<file path="src/rtl/core/nc2d_pkg.sv">
// Shared constants and types for the nearest centroid search block.
package nc2d_pkg;

  localparam int TableDepth = 256;
  localparam int AddrW      = $clog2(TableDepth);
  localparam int CountW     = $clog2(TableDepth + 1);
  localparam int ConfigW    = 9;
  localparam int CoordW     = 32;
  localparam int IdW        = 31;
  localparam int DiffW      = CoordW;
  localparam int SqW        = 2 * DiffW;
  localparam int DistW      = SqW + 1;

  localparam logic OpWrite = 1'b0;
  localparam logic OpQuery = 1'b1;

  typedef struct packed {
    logic signed [CoordW-1:0] x;
    logic signed [CoordW-1:0] y;
    logic        [IdW-1:0]    id;
  } entry_t;

  // Marks one table read as it moves down the distance pipeline.
  typedef struct packed {
    logic valid;
    logic first;
    logic last;
  } tag_t;

  typedef struct packed {
    logic           valid;
    logic [IdW-1:0] id;
  } res_t;

endpackage

</file>
<file path="src/rtl/core/nc2d_dist.sv">
// Squared distance pipeline: absolute differences, squares, sum.
module nc2d_dist (
  input  logic                            clk_i,
  input  logic                            rst_ni,
  input  nc2d_pkg::tag_t                  tag_i,
  input  nc2d_pkg::entry_t                entry_i,
  input  logic signed [nc2d_pkg::CoordW-1:0] qx_i,
  input  logic signed [nc2d_pkg::CoordW-1:0] qy_i,
  output nc2d_pkg::tag_t                  tag_o,
  output logic [nc2d_pkg::DistW-1:0]      dist_o,
  output logic [nc2d_pkg::IdW-1:0]        id_o
);
  import nc2d_pkg::*;

  logic signed [CoordW:0] diff_x, diff_y;
  logic [DiffW-1:0]       abs_x_d, abs_y_d;

  tag_t             tag_a_q, tag_b_q, tag_c_q;
  logic [DiffW-1:0] abs_x_q, abs_y_q;
  logic [SqW-1:0]   sq_x_q, sq_y_q;
  logic [DistW-1:0] sum_q;
  logic [IdW-1:0]   id_a_q, id_b_q, id_c_q;

  // The difference of two 32-bit signed values has a magnitude below 2^32.
  always_comb begin
    diff_x  = (CoordW+1)'(qx_i) - (CoordW+1)'(entry_i.x);
    diff_y  = (CoordW+1)'(qy_i) - (CoordW+1)'(entry_i.y);
    abs_x_d = diff_x[CoordW] ? DiffW'(-diff_x) : DiffW'(diff_x);
    abs_y_d = diff_y[CoordW] ? DiffW'(-diff_y) : DiffW'(diff_y);
  end

  always_ff @(posedge clk_i or negedge rst_ni) begin
    if (!rst_ni) begin
      tag_a_q <= '0;
      tag_b_q <= '0;
      tag_c_q <= '0;
    end else begin
      tag_a_q <= tag_i;
      tag_b_q <= tag_a_q;
      tag_c_q <= tag_b_q;
    end
  end

  always_ff @(posedge clk_i) begin
    abs_x_q <= abs_x_d;
    abs_y_q <= abs_y_d;
    id_a_q  <= entry_i.id;
    sq_x_q  <= SqW'(abs_x_q) * SqW'(abs_x_q);
    sq_y_q  <= SqW'(abs_y_q) * SqW'(abs_y_q);
    id_b_q  <= id_a_q;
    sum_q   <= DistW'(sq_x_q) + DistW'(sq_y_q);
    id_c_q  <= id_b_q;
  end

  assign tag_o  = tag_c_q;
  assign dist_o = sum_q;
  assign id_o   = id_c_q;

endmodule

</file>
<file path="config.mk">
export PLATFORM = sky130hd
export DESIGN_NAME = nc2d_dist
export DESIGN_NICKNAME = d
export VERILOG_FILES = /design/src/rtl/core/nc2d_pkg.sv /design/src/rtl/core/nc2d_dist.sv
export SDC_FILE = /design/constraint.sdc
export NUM_CORES = 2
export LEC_CHECK = 0
export BUFFER_PORTS_ARGS = -buffer_cell sky130_fd_sc_hd__buf_4
export CELL_PAD_IN_SITES_DETAIL_PLACEMENT = 1
export CELL_PAD_IN_SITES_GLOBAL_PLACEMENT = 2
export CORE_ASPECT_RATIO = 2
export CORE_MARGIN = 3
export CORE_UTILIZATION = 34
export CTS_CLUSTER_DIAMETER = 150
export DETAILED_ROUTE_END_ITERATION = 16
export PLACE_DENSITY = 0.74
export SLEW_MARGIN = 30
export SYNTH_ARGS = -nofsm -noshare
export SYNTH_HDL_FRONTEND = slang
export SYNTH_SLANG_ARGS = --single-unit
</file>
<file path="constraint.sdc">
create_clock -name clk_i -period 8.1 [get_ports clk_i]
set_input_delay 0.81 -clock clk_i [delete_from_list [all_inputs] [get_ports clk_i]]
set_output_delay 0.81 -clock clk_i [all_outputs]
set_load 0.01 [all_outputs]
</file>
Word-level counts from Yosys, hierarchy flattened --
Cells that the tools add are included.
Storage, ports and cells: register bits 359, input bits 164, output and inout bits 99, word-level logic and storage cells 26
Operators by class: add/sub/neg operators 5, multipliers 2, muxes and demuxes 2
Operators by type and width (count):
- 32-bit by 32-bit multiplier with 64-bit output | 2
- 32-bit by 32-bit subtractor with 33-bit output | 2
- 64-bit by 64-bit adder with 65-bit output | 1
- 32-bit 2-to-1 mux | 2
- 32-bit negator | 2

Logic depth before layout (Yosys ltp) --
word-level depth 3, gate-level depth with buffers 32

Least setup slack after synthesis --
OpenSTA, ideal clock, no wires.
path type flip-flop to flip-flop, start register abs_x_q[19], end register sq_x_q[63], setup time 86 ps, arrival 7565 ps, data required time 8014 ps, path slack 450 ps, stages on the path, launching flop included 30, path buffers 3, clock period less this slack 7650 ps, path through dfxtp_1 > clkbuf_1 > clkbuf_1 > and2_1 > fa_1 > fa_1 > inv_1 > fa_1 > inv_1 > fa_1 > inv_1 > fa_1 > inv_1 > fa_1 > fa_1 > inv_1 > fa_1 > inv_1 > ha_1 > clkbuf_1 > and3_1 > nand2_1 > a21oi_1 > a211oi_1 > o21ai_0 > or4bb_1 > o21ai_1 > a41oi_1 > o311a_1 > a211oi_1
On the way: cells in the longest elaborated chain, start to end 1
RTL lines:
- from (decl) | line nc2d_dist.sv:19 | logic [DiffW-1:0] abs_x_q, abs_y_q;
- from (signal assigned) | line nc2d_dist.sv:45 | abs_x_q <= abs_x_d;
- 32-bit by 32-bit multiplier with 64-bit output | line nc2d_dist.sv:48 | sq_x_q <= SqW'(abs_x_q) * SqW'(abs_x_q);
- to (signal assigned) | line nc2d_dist.sv:48
- to (decl) | line nc2d_dist.sv:20 | logic [SqW-1:0] sq_x_q, sq_y_q;
Every way passes these cells.

Worst setup path after layout --
start register abs_x_q[12], end register sq_x_q[63]
Same word-level chain as after synthesis.

==> impl_results.md <==
- Share of the synthesized area in the top cell type: 43.1%
- H-tree depth: 2
- Vias in the first global route: ~66000
- Cell taking the most area after synthesis: fa_1
- CP peak stage delay: ~0.61 ns
- Type of destination of the critical path: flip-flop
- Multi-input logic area: just under 60000 um2
- Clk slew on worst S/H paths: roughly 0.09 ns
- Syn Area/Cell: around 9.4 um2
- Worst-Skew Late Latency: between 0.6 and 0.7 ns
- Fin util: about two fifths
- Share of cells above drive strength 1: about an eighth
- Nets: 10900
- Top_reg_cell synth: dfxtp_1
- Mux contribution to synthesized area: 0.154%
- Chip width: around 340 um
- Dpl ws: -0.778 ns
- Worst EP arrival: ~8.5 ns
- Syn Nets: approximately 10000
- Avg WL per Cell: ~23 um
- Final period util: a little over nine tenths
- P&R area growth vs syn: 15.6%
- Die area: between 200000 and 250000 um2
- Routability cong.: slightly above 0.9
- Largest family of logic cells by synthesized area: adder cells
- Final setup fails: 0
- Std-Cell Rows: roughly 240
- Dpl cells: roughly 11000
- Most frequent cell after synthesis: inv_1
- Post-synth EDFFs: 0
- Mapped Area: approximately 74000 um2
- CTS tree: yes
- Fin Clk Skew: about 0.065 ns
- Sequential cell area: around 7300 um2
- Synth Register Bits: between 300 and 400
- GRT overflow: 0
- Seq/Total Area, Yosys: roughly a tenth
- CTS root buf: clkbuf_16
- CP startpoint kind: flip-flop
- Max-capacitance violation count: 0
- FF-to-FF path depth: 27
- Drt drc: 0
- GRT Total Usage: approximately 23%
- Cell count after synthesis: 7849
- DP HPWL: around 220 mm
- Final Worst Setup Slack: ~0.22 ns
- IO Pins: around 260
- Max FO, Critical Path: 10
- Layout Cells excl Fill: 11200
- Worst hold path class: input port to flip-flop
- FMAX: approximately 130 MHz
- Compound-gate portion of the synthesized area: about 7.6%
- Final ANT Viol Nets: 0
- Final Slew Violations: 0
- Crit Path Category: flip-flop to flip-flop
- CP max stage cell: fa_1
- Req. time, crit path: a little under 9 ns
- Cts bufs inserted: just over 40
- Status: finished, final reports clean
- TritonRoute pass-1 iters: 4
- Unrepaired setup endpoints after global routing: yes
- CP most frequent cell: fa_1
- Initial antenna violation count: 8
- Xor and xnor fraction of the mapped netlist area: around 4.3%
- Starting density of the core: 34.2%
- First-pass GRT wire length: 387 mm
- Fillers: ~25000
- Warnings, synthesis: 0
- DR iter-0 viols: roughly 1600
- Port bufs: about 260
- Vias/cell: between 4 and 5
- Slew headroom: a little over two fifths
- Final Hold Fails: 0
- Buffer depth of the longest clock path: 3
- Synth cell types: 90
- Adder-Cell Fraction of Synth Area: a little under three fifths
- Synth Area in Simple Gates: a little over a tenth
- Hold path cells: 1
- Actual slew at the worst max-slew pin: roughly 0.86 ns
- Die height: roughly 660 um
- Synth area leaders: fa_1, ha_1, inv_1
- CTS Sinks: 357
- Synth cell count leaders: inv_1, fa_1, ha_1
- Core area: roughly 220000 um2
- Detailed-route via count: 55100
- Crit path time final: a little under 8 ns
- Largest net degree at the start of global routing: 38
- Post-synthesis async set-or-reset flop share: 2.52%
- Routed wire length: 261 mm
cell families after synthesis:
kind of cell | after synthesis
adder cells (fa/ha/maj) | 2310
buffers and inverters | 2340
AND/OR/NAND/NOR | 1619
AO/OA/AOI/OAI | 848
multiplexers | 11
XOR/XNOR | 364
flip-flops | 357
metal layers:
layer | vias to the layer above | track usage (%) | wire [um]
met3 | 722 | 2.15 | 6860
met4 | 0 | 15.7 | 22600
met1 | 28600 | 20.5 | 80000
met2 | 1141 | 48.0 | 151000
met5 | - | 0 | 0
li1 | 24600 | - | -
per-stage QoR:
step                hold slack [ns]  setup TNS (ns)  area, um2
floorplan                     0.310               0      73700
global placement              0.310           -7.80      82000
detailed placement            0.313           -7.72      82000
CTS                           0.123         -0.0844      83700
global route                  0.150         -0.0781      85300
finish                        0.206               0      85300
registers in the layout, summed over array words and instances, names as in the netlist:
| register | count |
|---|---|
| abs_x_q | 32 |
| abs_y_q | 32 |
| dist_o | 65 |
| id_a_q | 31 |
| id_b_q | 31 |
| id_o | 31 |
| sq_x_q | 63 |
| sq_y_q | 63 |
| tag_a_q | 3 |
| tag_b_q | 3 |
| tag_o | 3 |
path summary, 6_finish.rpt:
check	endpoint	from	slack, ns
max	sq_x_q[63]$_DFF_P_	abs_x_q[12]$_DFF_P_	0.22
min	id_a_q[12]$_DFF_P_	entry_i[12]	0.21
max reg2reg	sq_x_q[63]$_DFF_P_	abs_x_q[12]$_DFF_P_	0.22
max in group asynchronous	tag_o[1]$_DFF_PN0_	rst_ni	7.49
min reg2reg	id_b_q[13]$_DFF_P_	id_a_q[13]$_DFF_P_	0.32
min in group asynchronous	tag_b_q[1]$_DFF_PN0_	rst_ni	0.48
critical path: cells and delay by family (launching register included):
family,cells,cell delay (ns)
adder cells (fa/ha/maj),9,4.50
AO/OA/AOI/OAI,7,1.23
AND/OR/NAND/NOR,4,0.88
buffers and inverters,7,0.79
flip-flops,1,0.40
cells in the final DEF, fill, tap and decap left out, drive strengths merged, types with 11 or more instances in the layout:
| master | n |
|---|---|
| a211oi | 19 |
| a21o | 172 |
| a21oi | 237 |
| a311oi | 13 |
| a31o | 34 |
| a31oi | 38 |
| a41oi | 12 |
| and2 | 459 |
| and3 | 39 |
| buf | 755 |
| clkbuf | 57 |
| dfxtp | 348 |
| fa | 1588 |
| ha | 722 |
| inv | 2074 |
| nand2 | 628 |
| nand2b | 29 |
| nand3 | 47 |
| nand4 | 39 |
| nor2 | 221 |
| nor2b | 46 |
| nor3 | 38 |
| o2111ai | 11 |
| o211ai | 16 |
| o21a | 32 |
| o21ai | 142 |
| o21bai | 29 |
| o31ai | 19 |
| or2 | 16 |
| or3 | 15 |
| xnor2 | 210 |
| xor2 | 154 |
timing repair:
action                                 in CTS  in global routing
hold buffers                                1                  0
gates resized for setup                    52                231
endpoints found under the hold margin       9                  0
pin swaps                                  10                 78
buffers inserted                            2                 57
cloned                                      0                 10
setup endpoints to repair                  33                 31
layout make-up:
cell class,count,share of cell area [%]
diodes,2,0.00587
clock buffers,47,1.25
clock inverters,27,0.472
inverters,2070,9.13
multi-input cells,5152,68.5
flip-flops and latches,357,8.55
well taps,2794,4.10
repair buffers,766,7.96
Power is left out: the tool's default activity adds up to more than one toggle a clock period on the data nets, which glitch-free logic cannot reach.
