## src/rtl/core/nc2d_pkg.sv

```systemverilog
// Shared constants and types for the nearest centroid search block.
package nc2d_pkg;

  localparam int TableDepth = 256;
  localparam int AddrW      = $clog2(TableDepth);
  localparam int CountW     = $clog2(TableDepth + 1);
  localparam int ConfigW    = 9;
  localparam int CoordW     = 32;
  localparam int IdW        = 31;
  localparam int DiffW      = CoordW;
  localparam int SqW        = 2 * DiffW;
  localparam int DistW      = SqW + 1;

  localparam logic OpWrite = 1'b0;
  localparam logic OpQuery = 1'b1;

  typedef struct packed {
    logic signed [CoordW-1:0] x;
    logic signed [CoordW-1:0] y;
    logic        [IdW-1:0]    id;
  } entry_t;

  // Marks one table read as it moves down the distance pipeline.
  typedef struct packed {
    logic valid;
    logic first;
    logic last;
  } tag_t;

  typedef struct packed {
    logic           valid;
    logic [IdW-1:0] id;
  } res_t;

endpackage

```

## src/rtl/core/nc2d_best.sv

```systemverilog
// Running minimum over the scanned distances; lowest index wins ties.
module nc2d_best (
  input  logic                       clk_i,
  input  logic                       rst_ni,
  input  nc2d_pkg::tag_t             tag_i,
  input  logic [nc2d_pkg::DistW-1:0] dist_i,
  input  logic [nc2d_pkg::IdW-1:0]   id_i,
  output nc2d_pkg::res_t             res_o
);
  import nc2d_pkg::*;

  logic [DistW-1:0] best_dist_q;
  logic [IdW-1:0]   best_id_q;
  logic             res_valid_q;
  logic [IdW-1:0]   res_id_q;
  logic             take;

  // Strictly smaller only, so an earlier entry keeps a tie.
  assign take = tag_i.valid && (tag_i.first || (dist_i < best_dist_q));

  always_ff @(posedge clk_i or negedge rst_ni) begin
    if (!rst_ni) begin
      res_valid_q <= 1'b0;
    end else begin
      res_valid_q <= tag_i.valid && tag_i.last;
    end
  end

  always_ff @(posedge clk_i) begin
    if (take) begin
      best_dist_q <= dist_i;
      best_id_q   <= id_i;
    end
    if (tag_i.valid && tag_i.last) begin
      res_id_q <= take ? id_i : best_id_q;
    end
  end

  assign res_o.valid = res_valid_q;
  assign res_o.id    = res_id_q;

endmodule

```

## config.mk

```make
export PLATFORM = sky130hd
export DESIGN_NAME = nc2d_best
export DESIGN_NICKNAME = d
export VERILOG_FILES = /design/src/rtl/core/nc2d_pkg.sv /design/src/rtl/core/nc2d_best.sv
export SDC_FILE = /design/constraint.sdc
export NUM_CORES = 1
export LEC_CHECK = 0
export BUFFER_PORTS_ARGS = -buffer_cell sky130_fd_sc_hd__buf_4
export CORE_MARGIN = 2
export CORE_UTILIZATION = 25
export CTS_CLUSTER_SIZE = 28
export DETAILED_ROUTE_END_ITERATION = 6
export PLACE_DENSITY = 0.52
export SYNTH_ARGS = -nofsm -noshare
export SYNTH_HDL_FRONTEND = slang
export SYNTH_SLANG_ARGS = --single-unit
```

## constraint.sdc

```tcl
create_clock -name clk_i -period 4.4 [get_ports clk_i]
set_clock_uncertainty 0.2 [all_clocks]
set_input_delay 0.66 -clock clk_i [delete_from_list [all_inputs] [get_ports clk_i]]
set_output_delay 0.66 -clock clk_i [all_outputs]
set_load 0.02 [all_outputs]
```

## Word level (Yosys, flattened, before mapping)

Index checks and enable logic that the tools add are counted.

- Word-level logic and storage cells: 9
- Output and inout port bits: 32
- Register bits: 128

- Multiplexer cells: 1
- Order comparisons: 1
- Reductions and logical operators: 3

Operator list:

| cell | number |
|---|---|
| $lt 65x65->1 | 1 |
| $mux 31 | 1 |
| $logic_and 1x1->1 | 2 |
| $logic_or 1x1->1 | 1 |

## Depth between registers and ports, before layout

Gate-level depths: netlist of the first run.

- Word-level depth: 4
- Mapped depth: 10
- Gate-level depth less buffers: 9

## Least setup slack after synthesis of the first run

No wires, ideal clock.

- Path type: input port to flip-flop
- Start: in dist_i[50] (netlist bit)
- End: reg best_dist_q[0], enable pin
- Path buffers: 0
- Setup slack: 0.068 ns
- Cell stages on the path: 8
- Required time: 3.773 ns
- Setup time: 0.427 ns
- Arrival time: 3.706 ns
- Path through: ha_1 -> a21oi_1 -> o21ai_1 -> a2111oi_2 -> a31oi_1 -> a2111oi_4 -> o21a_4 -> or2_1

- Cells in the longest elaborated chain, start to end: 3

Ends and longest elaborated chain:

| item | RTL line | source |
|---|---|---|
| start: declaration | nc2d_best.sv:6 | `input logic [nc2d_pkg::DistW-1:0] dist_i,` |
| $lt 65x65->1 | nc2d_best.sv:19 | `assign take = tag_i.valid && (tag_i.first \|\| (dist_i < best_dist_q));` |
| $logic_or 1x1->1 | nc2d_best.sv:19 |  |
| $logic_and 1x1->1 | nc2d_best.sv:19 |  |
| net take | nc2d_best.sv:16 | `logic take;` |
| end signal: assignment | nc2d_best.sv:31 | `best_dist_q <= dist_i;` |
| end: declaration | nc2d_best.sv:12 | `logic [DistW-1:0] best_dist_q;` |

The timed path passes the listed nets, and every way through them passes these cells.
A chain may end at the register's enable or synchronous reset.

## Worst setup path after layout of the first run

- Start: in dist_i[50] (netlist bit)
- End: reg best_dist_q[2], enable pin

The elaborated chain is that of the path after synthesis.

==> impl_metrics.json, run 1 <==
{
  "finalHoldViolCount": 0,
  "via_per_inst": 4.26,
  "hpwl_mm": 9.72,
  "critical_path.startpoint_type": "input pin",
  "synth_xor_area_frac": 0,
  "synth_warnings": 0,
  "syn_inst": 506,
  "fin_util": 0.335,
  "peakVddDrop_uv": 186,
  "antenna_found_initial": 0,
  "fin_ws_ns": 0.987,
  "grt_pass1_vias": 4270,
  "synthArstFlopShare": 0.00781,
  "slew_headroom": 0.365,
  "p_leak_nw": 3.53,
  "ant_nets": 0,
  "tns_ns": 0,
  "p_per_area_mw_per_mm2": 426,
  "drt_iter0_markers": 196,
  "yosys_register_bits": 128,
  "rows": 57,
  "swShare": 0.247,
  "hold_path.class": "in -> reg",
  "place_congestion": 0.712,
  "setup.worst_path.class": "in -> reg",
  "synth_edf_count": 96,
  "syn_area_per_cell_sq_um": 12.2,
  "max_freq_mhz": 293,
  "cts.path.max_buffers": 2,
  "setup_viol": 0,
  "pwr-share-comb": 0.157,
  "syn_nets": 671,
  "coreArea_sq_mm": 0.0242,
  "cts_tree": "done",
  "min_from": "dist_i[25]",
  "cts_max_level": 4,
  "diodes": 0,
  "clock_latency_ns": 0.42,
  "fin_crit_sh": 0.776,
  "cpMostUsedCell": "buf_4",
  "area_delta_synth_final_pct": 31.7,
  "grt_max_degree": 66,
  "synth_top_family_by_area": "compound AO/OA/AOI/OAI gates",
  "place_ws_ns": 0.551,
  "seq_area_frac_synth": 0.573,
  "drive_gt1_frac": 0.312,
  "first_pass_iters": 4,
  "synth-simple-area-share": 0.0804,
  "internal_power_mw": 2.60,
  "slowest_stage": "buf_4",
  "num_io_pins": 133,
  "vias": 4183,
  "dieWidth_um": 161,
  "clock-sinks": 128,
  "synth_mux_area_frac": 0,
  "synth_compound_area_frac": 0.160,
  "crit_arrival_ns": 3.25,
  "route.detailed.wl_per_inst_um": 14.4,
  "syn_area_sq_mm": 0.00616,
  "critPathCaptureType": "register",
  "track_usage": 0.115,
  "layout_commonest_cell": "buf_4",
  "cts-buffers-inserted": 17,
  "initial_core_util": 0.254,
  "cpPeakStageDelay_ns": 0.65,
  "route.final.wire_length_mm": 14.1,
  "reg2reg_from": "best_dist_q[52]",
  "drc": 0,
  "cp_max_fo": 65,
  "worstMarginPinSlew_ns": 0.953,
  "cts_setup_buffers": 0,
  "worst_ep_required_time_ns": 4.24,
  "clk_pin_slew_ns": 0.06,
  "power.switching_uw": 855,
  "p_clk_frac": 0.411,
  "grt_pass1_wl_mm": 22.8,
  "fp.dieH_um": 161,
  "startpoint": "dist_i[50]",
  "synth.distinct_cells": 36,
  "status": "finished clean",
  "crit_chain": "buf_4, ha_1, a21oi_1, o21ai_1, a2111oi_2, a31oi_1, a2111oi_4, o21a_4, or2_2, buf_4",
  "io_buffers": 132,
  "drv_cap": 0,
  "grt_overflow": 0,
  "synthAdderAreaFrac": 0.130,
  "seq_power_share": 0.432,
  "rsz0062_at_grt": "no",
  "fin_crit_ns": 3.41,
  "fp.dieArea_sq_mm": 0.0259,
  "clock-root-buffer": "clkbuf_16",
  "layout_common_cells": "139 x buf_4, 96 x edfxtp_1, 84 x nand2_1, 64 x inv_1, 64 x ha_1",
  "nNetsFinal": 810,
  "synth_flop_cell": "edfxtp_1",
  "slew_violations": 0
}
## repair_timing
action,4_1_cts,5_1_grt
hold buffers,1,0
resized for setup,0,0
endpoints found under the hold margin,1,0
## worst max-delay path: cells and delay by family
kind	cells	cell delay, ns
AND/OR/NAND/NOR	1	0.09
adder cells (fa/ha/maj)	1	0.30
buffers and inverters	2	0.77
AO/OA/AOI/OAI	6	1.34
## layer usage
metal / up-vias / routed length, um / GRT usage
met4: 0 / 322 / 0.0556
li1: 2118 / - / -
met2: 106 / 6340 / 0.179
met1: 1935 / 6750 / 0.148
met3: 24 / 717 / 0.0313
met5: - / 0 / 0
## kinds of logic after synthesis
| family | after synthesis |
|---|---|
| buffers and inverters | 84 |
| DFF | 128 |
| and+or+nand+nor | 114 |
| adders and majority gates | 64 |
| AOI/OAI and AO/OA | 116 |
## synthesized netlist by cell type (all sizes together) (2+ instances only)
library cell / count / area, sq um
inv: 64 / 240
a2bb2oi: 2 / 17.5
dfxtp: 31 / 621
a21o: 4 / 30.0
o21a: 4 / 37.5
nand2: 84 / 315
o211ai: 63 / 623
buf: 10 / 71.3
nand4: 9 / 56.3
ha: 64 / 801
clkbuf: 10 / 37.5
edfxtp: 96 / 2880
a2111oi: 3 / 57.6
nand3: 4 / 20.0
a21oi: 26 / 130
and2: 2 / 12.5
nor4: 3 / 25.0
nor2: 8 / 30.0
o21ai: 9 / 45.0
## power by group through the flow
stage          combinational (mW)  clock, mW  sequential, mW
2_1_floorplan               0.319          0            1.54
3_3_place_gp                0.551          0            1.52
3_5_place_dp                0.552          0            1.52
4_1_cts                     0.555       1.48            1.50
5_1_grt                     0.618       1.52            1.51
6_report                    0.542       1.42            1.50
## flip-flops by register name (all words and copies together), names as in the netlist
signal       cells
best_id_q       31
res_valid_q      1
best_dist_q     65
res_id_q        31
## final timing paths
check | cells after the start | slack [ns] | endpoint
max reg2reg | 10 | 1.01 | best_dist_q[2]
min | 1 | 0.23 | best_dist_q[25]
min reg2reg | 2 | 0.28 | best_id_q[16]
max in group asynchronous | 2 | 3.56 | res_valid_q
min in group asynchronous | 2 | 0.36 | res_valid_q
max | 10 | 0.99 | best_dist_q[2]
## per-stage QoR
stage | area, sq um | cells | hold slack [ns] | total power, mW
2_1_floorplan | 6160 | 506 | 0.164 | 1.86
3_3_place_gp | 7510 | 949 | 0.235 | 2.07
3_5_place_dp | 7510 | 949 | 0.235 | 2.07
4_1_cts | 8120 | 982 | 0.193 | 3.53
5_1_grt | 8120 | 982 | 0.199 | 3.65
6_report | 8120 | 982 | 0.226 | 3.46
## cell type report
cell class                      instances  area [sq um]
Multi-Input combinational cell        294          2300
Tap cell                              324           405
Clock buffer                           26           510
Inverter                               64           240
Clock inverter                          6          80.1
Timing Repair Buffer                  140          1050
Sequential cell                       128          3530
Fill cell                            2474         16100
No activity file was read; power rests on OpenSTA's default activity.
==> run 2, diff against run 1 <==
--- a/config.mk
+++ b/config.mk
@@ -5,12 +5,13 @@
 export SDC_FILE = /design/constraint.sdc
 export NUM_CORES = 1
 export LEC_CHECK = 0
+export ABC_AREA = 1
 export BUFFER_PORTS_ARGS = -buffer_cell sky130_fd_sc_hd__buf_4
 export CORE_MARGIN = 2
 export CORE_UTILIZATION = 25
 export CTS_CLUSTER_SIZE = 28
 export DETAILED_ROUTE_END_ITERATION = 6
-export PLACE_DENSITY = 0.52
+export PLACE_DENSITY = 0.54
 export SYNTH_ARGS = -nofsm -noshare
 export SYNTH_HDL_FRONTEND = slang
 export SYNTH_SLANG_ARGS = --single-unit
==> constraint.sdc (replaced) <==
create_clock -name clk_i -period 3 [get_ports clk_i]
set_clock_uncertainty 0.2 [all_clocks]
set_input_delay 0.45 -clock clk_i [delete_from_list [all_inputs] [get_ports clk_i]]
set_output_delay 0.45 -clock clk_i [all_outputs]
set_load 0.02 [all_outputs]
==> run 2 against run 1 <==
- largest power group unchanged
- highest routed layer unchanged
- largest cell class unchanged
- worst setup slack worse by 0.78 ns
- area after synthesis decreased by 4.8%
- via count fell by 3.5%
==> impl_metrics.json, run 2 <==
{
  "whs_ns": 0.0245,
  "ant_nets": 0,
  "place_area_sq_mm": 0.00747,
  "finalHoldViolCount": 0,
  "synth_top_area_frac": 0.492,
  "synthArstFlopShare": 0.00781,
  "rows": 56,
  "cp_max_fo": 34,
  "synth_edf_count": 96,
  "area_delta_synth_final_pct": 39.0,
  "cts.path.max_buffers": 2,
  "cts_max_level": 4,
  "grt_pass1_vias": 4040,
  "diodes": 0,
  "rsz0062_at_grt": "no",
  "synth_warnings": 0,
  "vias": 4036,
  "seq_power_share": 0.441,
  "internal_power_mw": 3.50,
  "place_congestion": 0.729,
  "fin_crit_ns": 2.79,
  "largestRegisters": "best_dist_q (65), best_id_q (31), res_id_q (31)",
  "swShare": 0.275,
  "yosys-top-cells-count": "119 x nand2_1, 96 x edfxtp_1, 88 x inv_1",
  "rrSetupSlack_ns": 0.56,
  "synth_area_leaders": "edfxtp_1 49%, ha_1 14%, dfxtp_1 11%",
  "hold_path.class": "in -> reg",
  "pwr-share-comb": 0.135,
  "yosys_register_bits": 128,
  "syn_area_per_cell_sq_um": 11.0,
  "dieWidth_um": 157,
  "drv_cap": 0,
  "worstMarginPinSlew_ns": 0.398,
  "worst_ep_required_time_ns": 2.91,
  "p_per_area_mw_per_mm2": 593,
  "stdcell_area_sq_mm": 0.00815,
  "synth_xor_area_frac": 0,
  "clk_pin_slew_ns": 0.07,
  "grt_overflow": 0,
  "clock-sinks": 128,
  "slowest_stage": "dlygate4sd3_1",
  "cts_tree": "done",
  "synth_compound_area_frac": 0.0324,
  "status": "finished clean",
  "max_freq_mhz": 358,
  "hpwl_mm": 9.13,
  "synth_flop_cell": "edfxtp_1",
  "syn_area_sq_mm": 0.00586,
  "yosysTopAreaCell": "edfxtp_1",
  "synth_top_family_by_area": "simple AND/OR/NAND/NOR gates",
  "grt_max_degree": 35,
  "cts_setup_buffers": 0,
  "peakVddDrop_uv": 347,
  "coreArea_sq_mm": 0.0233,
  "cpMostUsedCell": "nand2_1",
  "antenna_found_initial": 0,
  "fin_total_pwr_mw": 4.84,
  "critical_path.startpoint_type": "input pin",
  "setup.worst_path.class": "in -> reg",
  "drc": 0,
  "layout_commonest_cell": "buf_4",
  "io_buffers": 132,
  "largest_register": "best_dist_q",
  "layout_common_cells": "134 x buf_4, 119 x nand2_1, 96 x edfxtp_1, 87 x inv_1, 47 x ha_1",
  "syn_nets": 700,
  "route.detailed.wl_per_inst_um": 12.4,
  "slew_violations": 0,
  "fp.dieH_um": 157,
  "synthAdderAreaFrac": 0.137,
  "fp.dieArea_sq_mm": 0.0247,
  "synth.most_common_cell": "nand2_1",
  "first_pass_iters": 4,
  "grt_pass1_wl_mm": 20.5,
  "drive_gt1_frac": 0.303,
  "p_leak_nw": 3.75,
  "crit_arrival_ns": 2.70,
  "synth.distinct_cells": 27,
  "initial_core_util": 0.252,
  "syn_inst": 535,
  "place_ws_ns": 0.275,
  "critPathCaptureType": "register",
  "cpPeakStageDelay_ns": 0.53,
  "synth-simple-area-share": 0.157,
  "largest_register_ffs": 65,
  "via_per_inst": 3.95,
  "clock_latency_ns": 0.41,
  "fin_ws_ns": 0.206,
  "nNetsFinal": 856,
  "fin_crit_sh": 0.931,
  "slew_headroom": 0.735,
  "synth_mux_area_frac": 0,
  "p_clk_frac": 0.425,
  "cts-buffers-inserted": 17,
  "crit_chain": "dlygate4sd3_1, buf_4, ha_1, a21oi_1, nand2_1, nand2_1, nand2_1, a21oi_1, nand2_1, nand2_1, nand2_2, nand2_4, nand2_8, clkinvlp_4, buf_12",
  "num_io_pins": 133,
  "clock-root-buffer": "clkbuf_16",
  "route.final.wire_length_mm": 12.7,
  "track_usage": 0.108,
  "drt_iter0_markers": 151,
  "power.switching_mw": 1.33,
  "setup_viol": 0,
  "seq_area_frac_synth": 0.602
}
## run 2: cell count changes after synthesis, moves of 5 or more
cell	before	now
nor2_1	8	22
o21ai_0	8	3
inv_1	64	88
nand2_1	84	119
clkbuf_1	10	1
nand3_1	4	35
o211ai_2	30	0
o211ai_1	33	0
nand2_2	0	20
## run 2: cell families (layout without fill, tap and decap cells)
kind of cell,after synthesis,in the layout
DFF,128,128
AOI/OAI and AO/OA,35,35
buffers and inverters,100,269
and+or+nand+nor,208,208
adders and majority gates,64,64
## run 2: critical path: cells and delay by family
family,cells,cell delay [ns]
and+or+nand+nor,8,0.61
adders and majority gates,1,0.30
AOI/OAI and AO/OA,2,0.31
buffers and inverters,4,1.01
## run 2: final timing paths
path                                       from              end  cells after the start
max in group asynchronous                rst_ni      res_valid_q                      2
worst max register to register  best_dist_q[20]  best_dist_q[12]                     14
worst max-delay path                 dist_i[20]  best_dist_q[12]                     15
worst min-delay path                 dist_i[18]  best_dist_q[18]                      1
worst min register to register    best_id_q[14]    best_id_q[14]                      2
min in group asynchronous                rst_ni      res_valid_q                      2
## run 2: final cells by class
cell class                      instances  area, sq um
Clock buffer                           17          425
Clock inverter                         15          156
Fill cell                            2441        15100
Inverter                               89          338
Multi-Input combinational cell        307         2130
Sequential cell                       128         3530
Tap cell                              319          399
Timing Repair Buffer                  148         1180
## run 2: power by group through the flow
stage / registers, mW / clock network [mW] / logic (mW)
6_report: 2.13 / 2.05 / 0.651
3_5_place_dp: 2.17 / 0 / 0.657
4_1_cts: 2.13 / 2.12 / 0.670
3_3_place_gp: 2.17 / 0 / 0.648
2_1_floorplan: 2.20 / 0 / 0.349
5_1_grt: 2.15 / 2.18 / 0.755
## run 2: metrics by stage
stage / std cells / util / TNS (ns)
final: 1023 / 0.350 / 0
after CTS: 1023 / 0.350 / 0
after floorplan: 535 / - / -8.94
after global placement: 981 / 0.321 / 0
after detailed placement: 981 / 0.321 / 0
after global routing: 1023 / 0.350 / 0
## run 2: repair_timing
action / in CTS / in global routing
endpoints found under the hold margin: 10 / 0
hold buffers: 10 / 0
endpoints found under the setup margin: 0 / 3
gates resized for setup: 0 / 1
## run 2: metal layers
metal	routed length [um]	vias to the layer above	global-route usage
met1	5780	1844	0.134
met4	149	0	0.0364
li1	-	2082	-
met5	0	-	0
met3	1190	12	0.0526
met2	5580	98	0.165
